### config.mk
export PLATFORM = sky130hd
export DESIGN_NAME = shift_input_event_resolver_core
export DESIGN_NICKNAME = d
export VERILOG_FILES = /design/src/hdl/sier_pkg.sv /design/src/hdl/shift_input_event_resolver_core.sv /design/src/hdl/sier_tables.sv /design/src/hdl/sier_emit.sv
export SDC_FILE = /design/constraint.sdc
export NUM_CORES = 2
export LEC_CHECK = 0
export BUFFER_PORTS_ARGS = -buffer_cell sky130_fd_sc_hd__buf_2
export CAP_MARGIN = 5
export CORE_ASPECT_RATIO = 0.7
export CORE_MARGIN = 5
export CORE_UTILIZATION = 40
export DETAILED_ROUTE_END_ITERATION = 7
export PLACE_DENSITY = 0.56
export SLEW_MARGIN = 20
export SYNTH_ARGS = -nofsm -noshare
export SYNTH_HDL_FRONTEND = slang
export SYNTH_SLANG_ARGS = --single-unit
### constraint.sdc
create_clock -name i_clk -period 5.2 [get_ports i_clk]
set_input_delay 0.26 -clock i_clk [delete_from_list [all_inputs] [get_ports i_clk]]
set_output_delay 0.26 -clock i_clk [all_outputs]
set_load 0.02 [all_outputs]
### src/hdl/sier_pkg.sv
// Package with shared types, codes and defaults of the shift input event resolver.
package sier_pkg;

    localparam int C_GROUPS      = 16;
    localparam int C_MOM_ENTRIES = 32;
    localparam int C_SEL_ENTRIES = 64;

    localparam logic [15:0] C_CACHE_UNKNOWN = 16'hFFFF;
    localparam logic [6:0]  C_FALLBACK_BIT  = 7'h7F;

    // Request kinds.
    typedef enum logic [2:0] {
        K_CLEAR_TABLES = 3'd0,
        K_ADD_MOM      = 3'd1,
        K_ADD_SEL      = 3'd2,
        K_SNAPSHOT     = 3'd3,
        K_CLEAR_CACHE  = 3'd4
    } t_kind;

    // Sequencer states.
    typedef enum logic [2:0] {
        S_IDLE,
        S_MOM_RD,
        S_MOM_EV,
        S_SEL_RD,
        S_SEL_EV,
        S_GRP_RD,
        S_GRP_EV,
        S_DONE
    } t_state;

    // Table load request from the sequencer.
    typedef struct packed {
        logic        clear;
        logic        add_mom;
        logic        add_sel;
        logic [6:0]  bit_pos;
        logic [3:0]  grp;
        logic [15:0] value;
    } t_load;

    // One event handed to the output stage.
    typedef struct packed {
        logic        kind;
        logic [5:0]  index;
        logic [3:0]  grp;
        logic [15:0] value;
        logic        pressed;
        logic        forced;
    } t_evt;

endpackage

### src/hdl/shift_input_event_resolver_core.sv
// Top level of the shift input event resolver: sequencer, group state and ports.
// Load and cache requests leave o_busy low; a snapshot holds o_busy while the sequencer walks the
// momentary entries, the selector entries and then groups 1 to GROUPS-1, reading each entry through
// the registered read port of its memory, entry by entry, and emitting for groups with a pick.
// Each event leaves in the cycle after the next one is found, the last one just after the walk.
// Reset is synchronous, active low: tables empty, fallbacks invalid, caches unknown, mask zero.
module shift_input_event_resolver_core #(
    parameter int GROUPS      = sier_pkg::C_GROUPS,
    parameter int MOM_ENTRIES = sier_pkg::C_MOM_ENTRIES,
    parameter int SEL_ENTRIES = sier_pkg::C_SEL_ENTRIES
) (
    input  logic        i_clk,
    input  logic        i_rst_n,
    input  logic        i_start,
    output logic        o_busy,
    input  logic [2:0]  i_kind,
    input  logic [63:0] i_current_bits,
    input  logic [63:0] i_previous_bits,
    input  logic        i_force_send,
    input  logic signed [6:0] i_entry_bit,
    input  logic [3:0]  i_entry_group,
    input  logic [15:0] i_entry_value,
    input  logic        i_cfg_we,
    input  logic [63:0] i_cfg_wdata,
    output logic        o_strobe,
    output logic        o_event_kind,
    output logic [5:0]  o_entry_index,
    output logic [3:0]  o_group_number,
    output logic [15:0] o_position_value,
    output logic        o_pressed,
    output logic        o_forced,
    output logic        o_last_event
);

    localparam int MIW = (MOM_ENTRIES > 1) ? $clog2(MOM_ENTRIES) : 1;
    localparam int SIW = (SEL_ENTRIES > 1) ? $clog2(SEL_ENTRIES) : 1;
    localparam int MCW = $clog2(MOM_ENTRIES + 1);
    localparam int SCW = $clog2(SEL_ENTRIES + 1);
    localparam int GW  = $clog2(GROUPS);
    localparam int GCW = $clog2(GROUPS + 1);

    sier_pkg::t_state r_state, n_state;
    sier_pkg::t_load  load;
    sier_pkg::t_evt   evt;

    logic [63:0]    r_invert;
    logic [63:0]    r_cur, r_prev;
    logic           r_force;
    logic [MCW-1:0] r_mi;
    logic [SCW-1:0] r_si;
    logic [GCW-1:0] r_g;
    logic [SIW-1:0] r_pick;
    logic [GROUPS-1:0] r_has_win;
    logic [SIW-1:0]    r_win [GROUPS];
    logic [GROUPS-1:0] r_fb_valid;
    logic [SIW-1:0]    r_fb_idx [GROUPS];
    logic [GROUPS-1:0] r_cache_known;
    logic [15:0]       r_cache [GROUPS];

    logic [MIW-1:0] mom_addr;
    logic [SIW-1:0] sel_addr;
    logic [5:0]     mom_rdata;
    logic [26:0]    sel_rdata;
    logic [MCW-1:0] mom_count;
    logic [SCW-1:0] sel_count;
    logic           sel_wr;
    logic [SIW-1:0] sel_wr_idx;
    logic           accept;
    logic           emit, flush;
    logic           mom_now, mom_was;
    logic [GW-1:0]  g_ix, ld_gix, sel_gix;
    logic           g_has_pick;
    logic [SIW-1:0] g_pick;
    logic [15:0]    cache_val;
    logic           sel_hit;

    assign accept = i_start && (r_state == sier_pkg::S_IDLE);
    assign o_busy = (r_state != sier_pkg::S_IDLE);

    // Load request to the tables.
    always_comb begin
        load.clear   = accept && (sier_pkg::t_kind'(i_kind) == sier_pkg::K_CLEAR_TABLES);
        load.add_mom = accept && (sier_pkg::t_kind'(i_kind) == sier_pkg::K_ADD_MOM);
        load.add_sel = accept && (sier_pkg::t_kind'(i_kind) == sier_pkg::K_ADD_SEL);
        load.bit_pos = i_entry_bit;
        load.grp     = i_entry_group;
        load.value   = i_entry_value;
    end

    sier_tables #(
        .GROUPS      (GROUPS),
        .MOM_ENTRIES (MOM_ENTRIES),
        .SEL_ENTRIES (SEL_ENTRIES)
    ) u_tables (
        .i_clk        (i_clk),
        .i_rst_n      (i_rst_n),
        .i_load       (load),
        .i_mom_addr   (mom_addr),
        .i_sel_addr   (sel_addr),
        .o_mom_rdata  (mom_rdata),
        .o_sel_rdata  (sel_rdata),
        .o_mom_count  (mom_count),
        .o_sel_count  (sel_count),
        .o_sel_wr     (sel_wr),
        .o_sel_wr_idx (sel_wr_idx)
    );

    // Group lookups shared by the walks.
    always_comb begin
        g_ix       = r_g[GW-1:0];
        ld_gix     = GW'(i_entry_group);
        sel_gix    = GW'(sel_rdata[19:16]);
        g_has_pick = r_has_win[g_ix] || r_fb_valid[g_ix];
        g_pick     = r_has_win[g_ix] ? r_win[g_ix] : r_fb_idx[g_ix];
        cache_val  = r_cache_known[g_ix] ? r_cache[g_ix] : sier_pkg::C_CACHE_UNKNOWN;
        mom_now    = !r_cur[mom_rdata];
        mom_was    = !r_prev[mom_rdata];
        sel_hit    = !sel_rdata[26] && (32'(sel_rdata[19:16]) < GROUPS)
                     && !r_has_win[sel_gix] && !r_cur[sel_rdata[25:20]];
    end

    // Next state.
    always_comb begin
        n_state = r_state;
        case (r_state)
            sier_pkg::S_IDLE: begin
                if (accept && sier_pkg::t_kind'(i_kind) == sier_pkg::K_SNAPSHOT) begin
                    n_state = sier_pkg::S_MOM_RD;
                end
            end
            sier_pkg::S_MOM_RD: begin
                n_state = (r_mi == mom_count) ? sier_pkg::S_SEL_RD : sier_pkg::S_MOM_EV;
            end
            sier_pkg::S_MOM_EV: n_state = sier_pkg::S_MOM_RD;
            sier_pkg::S_SEL_RD: begin
                n_state = (r_si == sel_count) ? sier_pkg::S_GRP_RD : sier_pkg::S_SEL_EV;
            end
            sier_pkg::S_SEL_EV: n_state = sier_pkg::S_SEL_RD;
            sier_pkg::S_GRP_RD: begin
                if (r_g == GCW'(GROUPS)) begin
                    n_state = sier_pkg::S_DONE;
                end else if (g_has_pick) begin
                    n_state = sier_pkg::S_GRP_EV;
                end
            end
            sier_pkg::S_GRP_EV: n_state = sier_pkg::S_GRP_RD;
            sier_pkg::S_DONE:   n_state = sier_pkg::S_IDLE;
            default:            n_state = sier_pkg::S_IDLE;
        endcase
    end

    // Sequencer outputs: read addresses and events.
    always_comb begin
        mom_addr    = r_mi[MIW-1:0];
        sel_addr    = (r_state == sier_pkg::S_GRP_RD) ? g_pick : r_si[SIW-1:0];
        emit        = 1'b0;
        flush       = 1'b0;
        evt         = '0;
        evt.forced  = r_force;
        case (r_state)
            sier_pkg::S_MOM_EV: begin
                emit        = r_force || (mom_now != mom_was);
                evt.kind    = 1'b0;
                evt.index   = 6'(r_mi);
                evt.pressed = mom_now;
            end
            sier_pkg::S_GRP_EV: begin
                emit        = r_force || (cache_val != sel_rdata[15:0]);
                evt.kind    = 1'b1;
                evt.index   = 6'(r_pick);
                evt.grp     = 4'(r_g);
                evt.value   = sel_rdata[15:0];
                evt.pressed = 1'b1;
            end
            sier_pkg::S_DONE: flush = 1'b1;
            default: begin
                emit = 1'b0;
            end
        endcase
    end

    // Control registers and group state.
    always_ff @(posedge i_clk) begin
        if (!i_rst_n) begin
            r_state       <= sier_pkg::S_IDLE;
            r_invert      <= '0;
            r_fb_valid    <= '0;
            r_cache_known <= '0;
            r_has_win     <= '0;
        end else begin
            r_state <= n_state;
            if (i_cfg_we) begin
                r_invert <= i_cfg_wdata;
            end
            if (load.clear) begin
                r_fb_valid    <= '0;
                r_cache_known <= '0;
            end
            if (accept && sier_pkg::t_kind'(i_kind) == sier_pkg::K_CLEAR_CACHE) begin
                r_cache_known <= '0;
            end
            if (sel_wr && i_entry_bit == sier_pkg::C_FALLBACK_BIT && !r_fb_valid[ld_gix]) begin
                r_fb_valid[ld_gix] <= 1'b1;
            end
            if (accept) begin
                r_has_win <= '0;
            end
            if (r_state == sier_pkg::S_SEL_EV && sel_hit) begin
                r_has_win[sel_gix] <= 1'b1;
            end
            if (r_state == sier_pkg::S_GRP_EV) begin
                r_cache_known[g_ix] <= 1'b1;
            end
        end
    end

    // Working registers of the walk.
    always_ff @(posedge i_clk) begin
        if (accept) begin
            r_cur   <= i_current_bits ^ r_invert;
            r_prev  <= i_previous_bits ^ r_invert;
            r_force <= i_force_send;
            r_mi    <= '0;
            r_si    <= '0;
            r_g     <= GCW'(1);
        end
        if (r_state == sier_pkg::S_MOM_EV) begin
            r_mi <= r_mi + MCW'(1);
        end
        if (r_state == sier_pkg::S_SEL_EV) begin
            r_si <= r_si + SCW'(1);
            if (sel_hit) begin
                r_win[sel_gix] <= r_si[SIW-1:0];
            end
        end
        if (r_state == sier_pkg::S_GRP_RD && r_g != GCW'(GROUPS)) begin
            r_pick <= g_pick;
            if (!g_has_pick) begin
                r_g <= r_g + GCW'(1);
            end
        end
        if (r_state == sier_pkg::S_GRP_EV) begin
            r_cache[g_ix] <= sel_rdata[15:0];
            r_g           <= r_g + GCW'(1);
        end
        if (sel_wr && i_entry_bit == sier_pkg::C_FALLBACK_BIT && !r_fb_valid[ld_gix]) begin
            r_fb_idx[ld_gix] <= sel_wr_idx;
        end
    end

    sier_emit u_emit (
        .i_clk            (i_clk),
        .i_rst_n          (i_rst_n),
        .i_emit           (emit),
        .i_evt            (evt),
        .i_flush          (flush),
        .o_strobe         (o_strobe),
        .o_event_kind     (o_event_kind),
        .o_entry_index    (o_entry_index),
        .o_group_number   (o_group_number),
        .o_position_value (o_position_value),
        .o_pressed        (o_pressed),
        .o_forced         (o_forced),
        .o_last_event     (o_last_event)
    );

`ifndef ASSERT_OFF
    a_strobe_from_walk: assert property (@(posedge i_clk) disable iff (!i_rst_n)
        o_strobe |-> $past(r_state == sier_pkg::S_GRP_EV || r_state == sier_pkg::S_MOM_EV
                           || r_state == sier_pkg::S_DONE)) else $error("strobe outside walk");
    a_mom_in_range: assert property (@(posedge i_clk) disable iff (!i_rst_n)
        (r_state == sier_pkg::S_MOM_EV) |-> (r_mi < mom_count)) else $error("momentary overrun");
    a_done_to_idle: assert property (@(posedge i_clk) disable iff (!i_rst_n)
        (r_state == sier_pkg::S_DONE) |=> (r_state == sier_pkg::S_IDLE)) else $error("no return");
`endif

endmodule

### src/hdl/sier_tables.sv
// Momentary and selector entry memories with their fill counts.
module sier_tables #(
    parameter int GROUPS      = sier_pkg::C_GROUPS,
    parameter int MOM_ENTRIES = sier_pkg::C_MOM_ENTRIES,
    parameter int SEL_ENTRIES = sier_pkg::C_SEL_ENTRIES,
    localparam int MIW = (MOM_ENTRIES > 1) ? $clog2(MOM_ENTRIES) : 1,
    localparam int SIW = (SEL_ENTRIES > 1) ? $clog2(SEL_ENTRIES) : 1,
    localparam int MCW = $clog2(MOM_ENTRIES + 1),
    localparam int SCW = $clog2(SEL_ENTRIES + 1)
) (
    input  logic              i_clk,
    input  logic              i_rst_n,
    input  sier_pkg::t_load   i_load,
    input  logic [MIW-1:0]    i_mom_addr,
    input  logic [SIW-1:0]    i_sel_addr,
    output logic [5:0]        o_mom_rdata,
    output logic [26:0]       o_sel_rdata,
    output logic [MCW-1:0]    o_mom_count,
    output logic [SCW-1:0]    o_sel_count,
    output logic              o_sel_wr,
    output logic [SIW-1:0]    o_sel_wr_idx
);

    logic [5:0]     r_mom_mem [MOM_ENTRIES];
    logic [26:0]    r_sel_mem [SEL_ENTRIES];
    logic [MCW-1:0] r_mom_count;
    logic [SCW-1:0] r_sel_count;
    logic           mom_wr;

    // Loads that are out of range or find the table full are dropped.
    assign mom_wr = i_load.add_mom && !i_load.bit_pos[6]
                    && (r_mom_count < MCW'(MOM_ENTRIES));
    assign o_sel_wr = i_load.add_sel && (i_load.grp != 4'd0)
                      && (32'(i_load.grp) < GROUPS)
                      && (r_sel_count < SCW'(SEL_ENTRIES));
    assign o_sel_wr_idx = r_sel_count[SIW-1:0];

    // Fill counts.
    always_ff @(posedge i_clk) begin
        if (!i_rst_n || i_load.clear) begin
            r_mom_count <= '0;
            r_sel_count <= '0;
        end else begin
            if (mom_wr) begin
                r_mom_count <= r_mom_count + MCW'(1);
            end
            if (o_sel_wr) begin
                r_sel_count <= r_sel_count + SCW'(1);
            end
        end
    end

    // Memories with registered reads.
    always_ff @(posedge i_clk) begin
        if (mom_wr) begin
            r_mom_mem[r_mom_count[MIW-1:0]] <= i_load.bit_pos[5:0];
        end
        if (o_sel_wr) begin
            r_sel_mem[r_sel_count[SIW-1:0]] <= {i_load.bit_pos, i_load.grp, i_load.value};
        end
        o_mom_rdata <= r_mom_mem[i_mom_addr];
        o_sel_rdata <= r_sel_mem[i_sel_addr];
    end

    assign o_mom_count = r_mom_count;
    assign o_sel_count = r_sel_count;

endmodule

### src/hdl/sier_emit.sv
// Output stage that holds one event back so that the final one can be marked.
module sier_emit (
    input  logic            i_clk,
    input  logic            i_rst_n,
    input  logic            i_emit,
    input  sier_pkg::t_evt  i_evt,
    input  logic            i_flush,
    output logic            o_strobe,
    output logic            o_event_kind,
    output logic [5:0]      o_entry_index,
    output logic [3:0]      o_group_number,
    output logic [15:0]     o_position_value,
    output logic            o_pressed,
    output logic            o_forced,
    output logic            o_last_event
);

    logic           r_pend_valid;
    sier_pkg::t_evt r_pend;

    // Pending flag and strobe.
    always_ff @(posedge i_clk) begin
        if (!i_rst_n) begin
            r_pend_valid <= 1'b0;
            o_strobe     <= 1'b0;
        end else begin
            o_strobe <= r_pend_valid && (i_emit || i_flush);
            if (i_emit) begin
                r_pend_valid <= 1'b1;
            end else if (i_flush) begin
                r_pend_valid <= 1'b0;
            end
        end
    end

    // Payload registers.
    always_ff @(posedge i_clk) begin
        if (i_emit) begin
            r_pend <= i_evt;
        end
        o_event_kind     <= r_pend.kind;
        o_entry_index    <= r_pend.index;
        o_group_number   <= r_pend.grp;
        o_position_value <= r_pend.value;
        o_pressed        <= r_pend.pressed;
        o_forced         <= r_pend.forced;
        o_last_event     <= i_flush;
    end

`ifndef ASSERT_OFF
    a_no_emit_and_flush: assert property (@(posedge i_clk) disable iff (!i_rst_n)
        !(i_emit && i_flush)) else $error("emit and flush together");
    a_flush_empties: assert property (@(posedge i_clk) disable iff (!i_rst_n)
        i_flush |=> !r_pend_valid) else $error("pending event survived flush");
    a_last_strobed: assert property (@(posedge i_clk) disable iff (!i_rst_n)
        (o_last_event && o_strobe) |-> $past(i_flush)) else $error("stray last flag");
`endif

endmodule
---- Word-level counts from Yosys, hierarchy flattened ----
Memory sizes are Yosys's and may differ from the RTL's. A register that Yosys moved wholly into a read port is not among the register bits.
Index checks and enable logic that the tools add are counted.
storage, ports and cells
  register bits ........................... 342
  memory bits (writable) .................. 2,368
  output and inout port bits .............. 32
  memories kept ........................... 5
memory list
  memory              depth  width  rd ports  clocked after Yosys merged registers in  wr ports  RTL line                               source
  u_tables.r_sel_mem  64     27     1         1                                        1         sier_tables.sv:25                      logic [26:0] r_sel_mem [SEL_ENTRIES];
  r_cache             16     16     1         1                                        1         shift_input_event_resolver_core.sv:58  logic [15:0] r_cache [GROUPS];
  u_tables.r_mom_mem  32     6      1         1                                        1         sier_tables.sv:24                      logic [5:0] r_mom_mem [MOM_ENTRIES];
  r_fb_idx            16     6      1         1                                        1         shift_input_event_resolver_core.sv:56  logic [SIW-1:0] r_fb_idx [GROUPS];
  r_win               16     6      1         1                                        1         shift_input_event_resolver_core.sv:54  logic [SIW-1:0] r_win [GROUPS];
operators by class
  add/sub/neg operators ................... 5
  order comparisons ....................... 10
  eq/ne operators ......................... 20
  mux-type cells .......................... 66
  bitwise logic cells ..................... 5
  reduce and logical (&&, ||, !) cells .... 41
operators by type and width
  operator               number
  $mux W16               11
  $xor A64 B64 Y64       2
  $or A16 B16 Y16        3
  $mux W1                27
  $mux W6                4
  $pmux W3 S8            1
  $bmux W1 S4            5
  $logic_and A1 B1 Y1    20
  $mux W5                4
  $bmux W1 S6            3
  $ne A16 B16 Y1         1
  $eq A3 B3 Y1 const B   5
  $lt A4 B5 Y1 const B   3
  $add A7 B1 Y7 const B  2
  $lt A6 B7 Y1 const B   2
  $mux W7                2
  $pmux W7 S2            1
  $add A6 B1 Y6 const B  2
  $demux W1 S4           3
  $eq A3 B2 Y1 const B   4
  $ge A4 B1 Y1 const B   3
  $mux W3                3
  $logic_not A1 Y1       8
  $eq A7 B7 Y1           1
  other kinds (18)       27

---- Depth between registers and ports, before layout ----
  depth after elaboration ................. 9
  depth in mapped cells ................... 17
  mapped depth without buffers ............ 10

---- Modules after synthesis ----
Synthesis repeated with hierarchy kept, for this count alone.
unflattened totals
  cell total of the unflattened synthesis .. 5,265
  area total of the unflattened synthesis .. 106,545.9 sq um
by module, submodules not included
  module                           times used  cells each  area each (sq um)  seq. area each (sq um)
  sier_tables                      1           3,443       74,451.4           58,576.2
  shift_input_event_resolver_core  1           1,758       30,559.3           20,299.5
  sier_emit                        1           64          1,535.2            1,511.4

---- Worst setup path after synthesis ----
No wires, ideal clock.
  path kind ............................... flip-flop to flip-flop
  from .................................... register r_g[1]
  to ...................................... register u_emit.r_pend[0] in the netlist's numbering, enable pin
  arrival time ............................ 3.858 ns
  data required time ...................... 4.816 ns
  path slack .............................. 0.959 ns
  stages on the path, launching flop included .. 16
  buffers on the path ..................... 5
  clock period less this slack ............ 4.241 ns
  cells stage by stage .................... dfxtp_1 > buf_2 > clkbuf_1 > buf_2 > buf_2 > clkbuf_1 > mux4_2 > mux4_2 > xor2_1 > nor3_1 > a21oi_1 > o22ai_1 > nand4_1 > a2bb2oi_1 > o21ai_1 > inv_1
between the ends
  word-level cells in the longest chain between the ends .. 6
RTL lines
  element                        RTL line                                source
  start, declared                shift_input_event_resolver_core.sv:51   logic [GCW-1:0] r_g;
  start signal, assigned         shift_input_event_resolver_core.sv:239  r_g <= r_g + GCW'(1);
  start signal, assigned         shift_input_event_resolver_core.sv:244  r_g <= r_g + GCW'(1);
  $bmux W1 S4                    shift_input_event_resolver_core.sv:115  cache_val = r_cache_known[g_ix] ? r_cache[g_ix] : sier_pkg::C_CACHE_UNKNOWN;
  $mux W1 (implied by the code)  shift_input_event_resolver_core.sv:115
  $mux W16                       shift_input_event_resolver_core.sv:115
  $ne A16 B16 Y1                 shift_input_event_resolver_core.sv:168  emit = r_force || (cache_val != sel_rdata[15:0]);
  $logic_or A1 B1 Y1             shift_input_event_resolver_core.sv:168
  $pmux W1 S2                    shift_input_event_resolver_core.sv:160  case (r_state)
  via emit                       shift_input_event_resolver_core.sv:69   logic emit, flush;
  end signal, assigned           sier_emit.sv:39                         r_pend <= i_evt;
  end, declared                  sier_emit.sv:19                         sier_pkg::t_evt r_pend;
The timed path passes the listed nets, and every way through them passes these cells. The select of a mux whose other input is x is not followed.
A chain may end at the register's enable or synchronous reset.

---- Final worst setup path ----
  from .................................... register r_g[0]
  to ...................................... register u_tables.o_sel_rdata[24], read port of u_tables.r_sel_mem
between the ends
  word-level cells in the longest chain between the ends .. 4
RTL lines
  element                        RTL line                                source
  $bmux W1 S4                    shift_input_event_resolver_core.sv:114  g_pick = r_has_win[g_ix] ? r_win[g_ix] : r_fb_idx[g_ix];
  $mux W1 (implied by the code)  shift_input_event_resolver_core.sv:114
  $mux W6                        shift_input_event_resolver_core.sv:114
  via g_pick[1]                  shift_input_event_resolver_core.sv:73   logic [SIW-1:0] g_pick;
  $mux W6                        shift_input_event_resolver_core.sv:155  sel_addr = (r_state == sier_pkg::S_GRP_RD) ? g_pick : r_si[SIW-1:0];
  end, declared                  sier_tables.sv:17                       output logic [26:0] o_sel_rdata,
The timed path passes the listed nets, and every way through them passes these cells. The select of a mux whose other input is x is not followed.

==> impl_metrics.yaml <==
power_and_ir_drop:
  p_leak_nw: 42.86
  peakVddDrop_v: 0.0002252
  pwr_density_cell_nw_per_um2: 389.8
critical_path:
  start_kind: "flip-flop"
  cp_max_fo: 22
  arrival_ns: 5.95
  required_ns: 5.89
  end_kind: "flip-flop"
  crit_type: "reg2reg"
finish:
  layout-drive-gt1-share_pct: 19.29
  fin_cells: 11330
  area_growth_pct: 17.81
  fin_nets: 7816
floorplan:
  rows: 159
  io_pins: 259
  die_area_um2: 279300
  dieHeight_um: 443.7
  initial_core_util_pct: 40.14
  fp.coreArea_um2: 267800
  die_width_um: 629.6
routing:
  met1_length_mm: 146.2
  routed_via_density: 5.710
  routed.top_layer: "met5"
  wl_mm: 321.1
  post_drt_wl_per_cell_um: 28.34
  first_iter_violations: 8597
  met2RoutedLength_mm: 137.8
  wl_met3_mm: 30.54
  drtAntennaViolNets: 0
  route.detailed.drc: 0
  dr.pass1.iters: 8
  num_vias: 64700
yosys:
  synthFlopType: "edfxtp_1"
  synth-warning-count: 0
  synth_area_um2: 107500
  async_reset_ff_share_pct: 0
  syn_area_per_cell_um2: 15.65
  synth_top_area_share_pct: 71.10
  ys_types: 61
  synth_area_leaders: "edfxtp_1 (71%), mux4_2 (7.5%), nand2_1 (4.3%), dfxtp_1 (3.7%), nand3_1 (3.1%)"
  syn_inst: 6868
  synth_area_leader_cell: "edfxtp_1"
  synth_edf_count: 2545
  yosysSeqAreaShare_pct: 74.79
  ys_ff_latch: 2743
place:
  port_buffers: 258
  hpwl_mm: 197.3
  finalWeightedCongestion: 0.8693
  dp.cells: 10610
clock_network:
  root_buffer: "clkbuf_16"
  cts_tree: "yes"
  path_clk_slew_ns: 0.07
  cts_made_buffers: 270
  clock_path_buffers: 4
  cts.sinks: 2743
  clk-insertion-delay-late_ns: 0.84
  htreeDepth: 5
grt:
  grt_pass1_vias: 62570
  grt_util_all_layers_pct: 22.46
  grt_max_degree: 131
  grt_pass1_wl_mm: 460.0
  grt_overflow: 0
  grt_antenna_before_repair: 28
timing:
  skew_ns: 0.05460
  tightest_slew_ns: 1.183
  max_freq_mhz: 190.0
  slew_headroom_pct: 20.90
  period_needed_ns: 5.262
  slew_viol_final: 0
  min_period_over_period_pct: 101.2
  hold_violations: 0
  timing.final.ws_setup_ns: -0.06217
  rsz0062_at_grt: "false"
  whs_ns: 0.09678
  setup_violations: 1
run_status:
  violations: "negative setup slack"
  status: "finished with violations"
run:
  cap_violations: 0
min_path:
  hp-class: "in2reg"
per-stage QoR:
stage / total power, mW / TNS (ns) / utilization (%) / worst slack, ns / instance area (um2)
after global routing: 50.93 / 0 / 47.28 / 0.04682 / 126600
after floorplan: 27.28 / 0 / - / 0.9586 / 107500
after global placement: 29.64 / -0.3774 / 43.00 / -0.1395 / 115100
final: 49.36 / -0.06217 / 47.29 / -0.06217 / 126600
after detailed placement: 29.71 / -0.1891 / 43.07 / -0.1406 / 115300
after CTS: 49.69 / 0 / 47.24 / 0.004664 / 126500
routing by layer:
| metal | track usage [%] | vias up |
|---|---|---|
| met5 | 0 | - |
| met4 | 4.655 | 8 |
| met3 | 4.109 | 400 |
| met2 | 32.30 | 3162 |
| met1 | 35.56 | 33530 |
| li1 | - | 27600 |
state kept, by name, summed over array words and instances, names as in the netlist, 27 cells and up:
| signal | flops |
|---|---|
| u_emit.r_pend | 29 |
| r_cache | 256 |
| r_fb_idx | 96 |
| r_cur | 64 |
| u_tables.o_sel_rdata | 27 |
| u_tables.r_sel_mem | 1728 |
| r_invert | 64 |
| u_tables.r_mom_mem | 192 |
| r_prev | 64 |
| r_win | 96 |
final cells by class:
cell class | count | area, um2
Fill cell | 22810 | 141200
Inverter | 14 | 60.06
Tap cell | 3542 | 4432
Clock inverter | 119 | 1346
Sequential cell | 2743 | 80400
Antenna cell | 12 | 30.03
Timing Repair Buffer | 860 | 7111
Clock buffer | 352 | 7550
Multi-Input combinational cell | 3689 | 25690
power breakdown:
group / switching (mW) / total (mW) / internal (mW)
clock: 8.25 / 20.0 / 11.7
combinational: 2.88 / 4.47 / 1.59
sequential: 0.440 / 24.9 / 24.5
worst max-delay path, cell delays in order (launching register included):
cell and delay [ns]:
dfxtp_4 0.47, buf_12 0.24, mux4_2 0.53, a22oi_1 0.30, nand2_2 0.24, mux2_2 0.41
o21a_4 0.47, and2_2 0.48, nand3_1 0.14, nand3_1 0.20, nand4_1 0.93, a32o_1 0.65
worst paths after layout:
path / slack [ns] / cells after the start / start / to
max: -0.06 / 11 / r_g[0]$_DFF_P_ / u_tables.o_sel_rdata[24]$_DFF_P_
min: 0.1 / 2 / i_entry_bit[3] / u_tables.r_sel_mem[13][23]$_DFFE_PP_
max reg2reg: -0.06 / 11 / r_g[0]$_DFF_P_ / u_tables.o_sel_rdata[24]$_DFF_P_
min reg2reg: 0.34 / 0 / u_emit.r_pend[17]$_SDFFCE_PN0P_ / u_emit.o_position_value[15]$_DFF_P_
cells in the mapped netlist (all sizes together) (4+ instances only):
cell type,n
a21oi,158
a221oi,6
a22o,7
a22oi,36
a311o,26
a31oi,55
a32o,53
a32oi,54
and2,17
and3,55
buf,168
clkbuf,259
dfxtp,198
edfxtp,2545
ha,11
inv,13
mux2,16
mux2i,108
mux4,357
nand2,1243
nand2b,11
nand3,670
nand3b,6
nand4,57
nor2,375
nor2b,11
nor3,21
nor3b,7
nor4,4
o211ai,26
o21a,9
o21ai,81
o22ai,6
or2,4
or3,5
or3b,4
xnor2,13
xor2,154
cells in the final DEF, fill, tap and decap left out, types with 11 or more instances in the layout:
| cell type | synthesis | layout |
|---|---|---|
| a31oi_1 | 55 | 55 |
| nor2_4 | 0 | 32 |
| inv_1 | 13 | 11 |
| nand4_1 | 57 | 57 |
| clkinv_2 | 0 | 41 |
| a22oi_1 | 36 | 36 |
| xnor2_1 | 13 | 13 |
| clkbuf_8 | 0 | 23 |
| mux4_2 | 357 | 357 |
| a32o_1 | 53 | 53 |
| buf_2 | 85 | 250 |
| dfxtp_1 | 198 | 189 |
| diode_2 | 0 | 12 |
| xor2_1 | 154 | 154 |
| nor2b_1 | 11 | 11 |
| edfxtp_1 | 2545 | 2545 |
| clkbuf_16 | 0 | 282 |
| dlygate4sd3_1 | 0 | 227 |
| nand3_1 | 670 | 670 |
| clkbuf_1 | 259 | 47 |
| a311o_1 | 26 | 26 |
| a21oi_1 | 158 | 158 |
| and2_1 | 16 | 12 |
| o21ai_0 | 75 | 74 |
| nor3_1 | 21 | 20 |
| nor2_1 | 372 | 306 |
| ha_1 | 11 | 11 |
| a32oi_1 | 54 | 54 |
| nand2_1 | 1241 | 1241 |
| clkinv_1 | 1 | 36 |
| and3_1 | 55 | 55 |
| mux2i_1 | 108 | 106 |
| mux2_2 | 15 | 14 |
| o211ai_1 | 26 | 26 |
| buf_4 | 2 | 323 |
| buf_12 | 0 | 51 |
| bufinv_16 | 0 | 30 |
| nor2_2 | 3 | 37 |
what timing repair did:
item | in CTS | in global routing
endpoints found under the setup margin | 3 | 4
hold buffers | 227 | 0
hold endpoints to repair | 321 | 0
pin swaps | 1 | 5
resized for setup | 1 | 4
gates cloned | 0 | 0
buffers inserted | 0 | 8
logic make-up (layout without fill, tap and decap cells):
family / after synthesis / after routing / synth area share, %
adder cells (fa/ha/maj): 11 / 11 / 0.1281
buffers and inverters: 441 / 1345 / 1.709
AND/OR/NAND/NOR: 2497 / 2497 / 10.02
flip-flops: 2743 / 2743 / 74.79
other: 1 / 18 / 0.003489
XOR/XNOR: 167 / 167 / 1.361
multiplexers: 481 / 481 / 8.658
AO/OA/AOI/OAI: 527 / 527 / 3.333
Power figures use the tool's default switching activity.
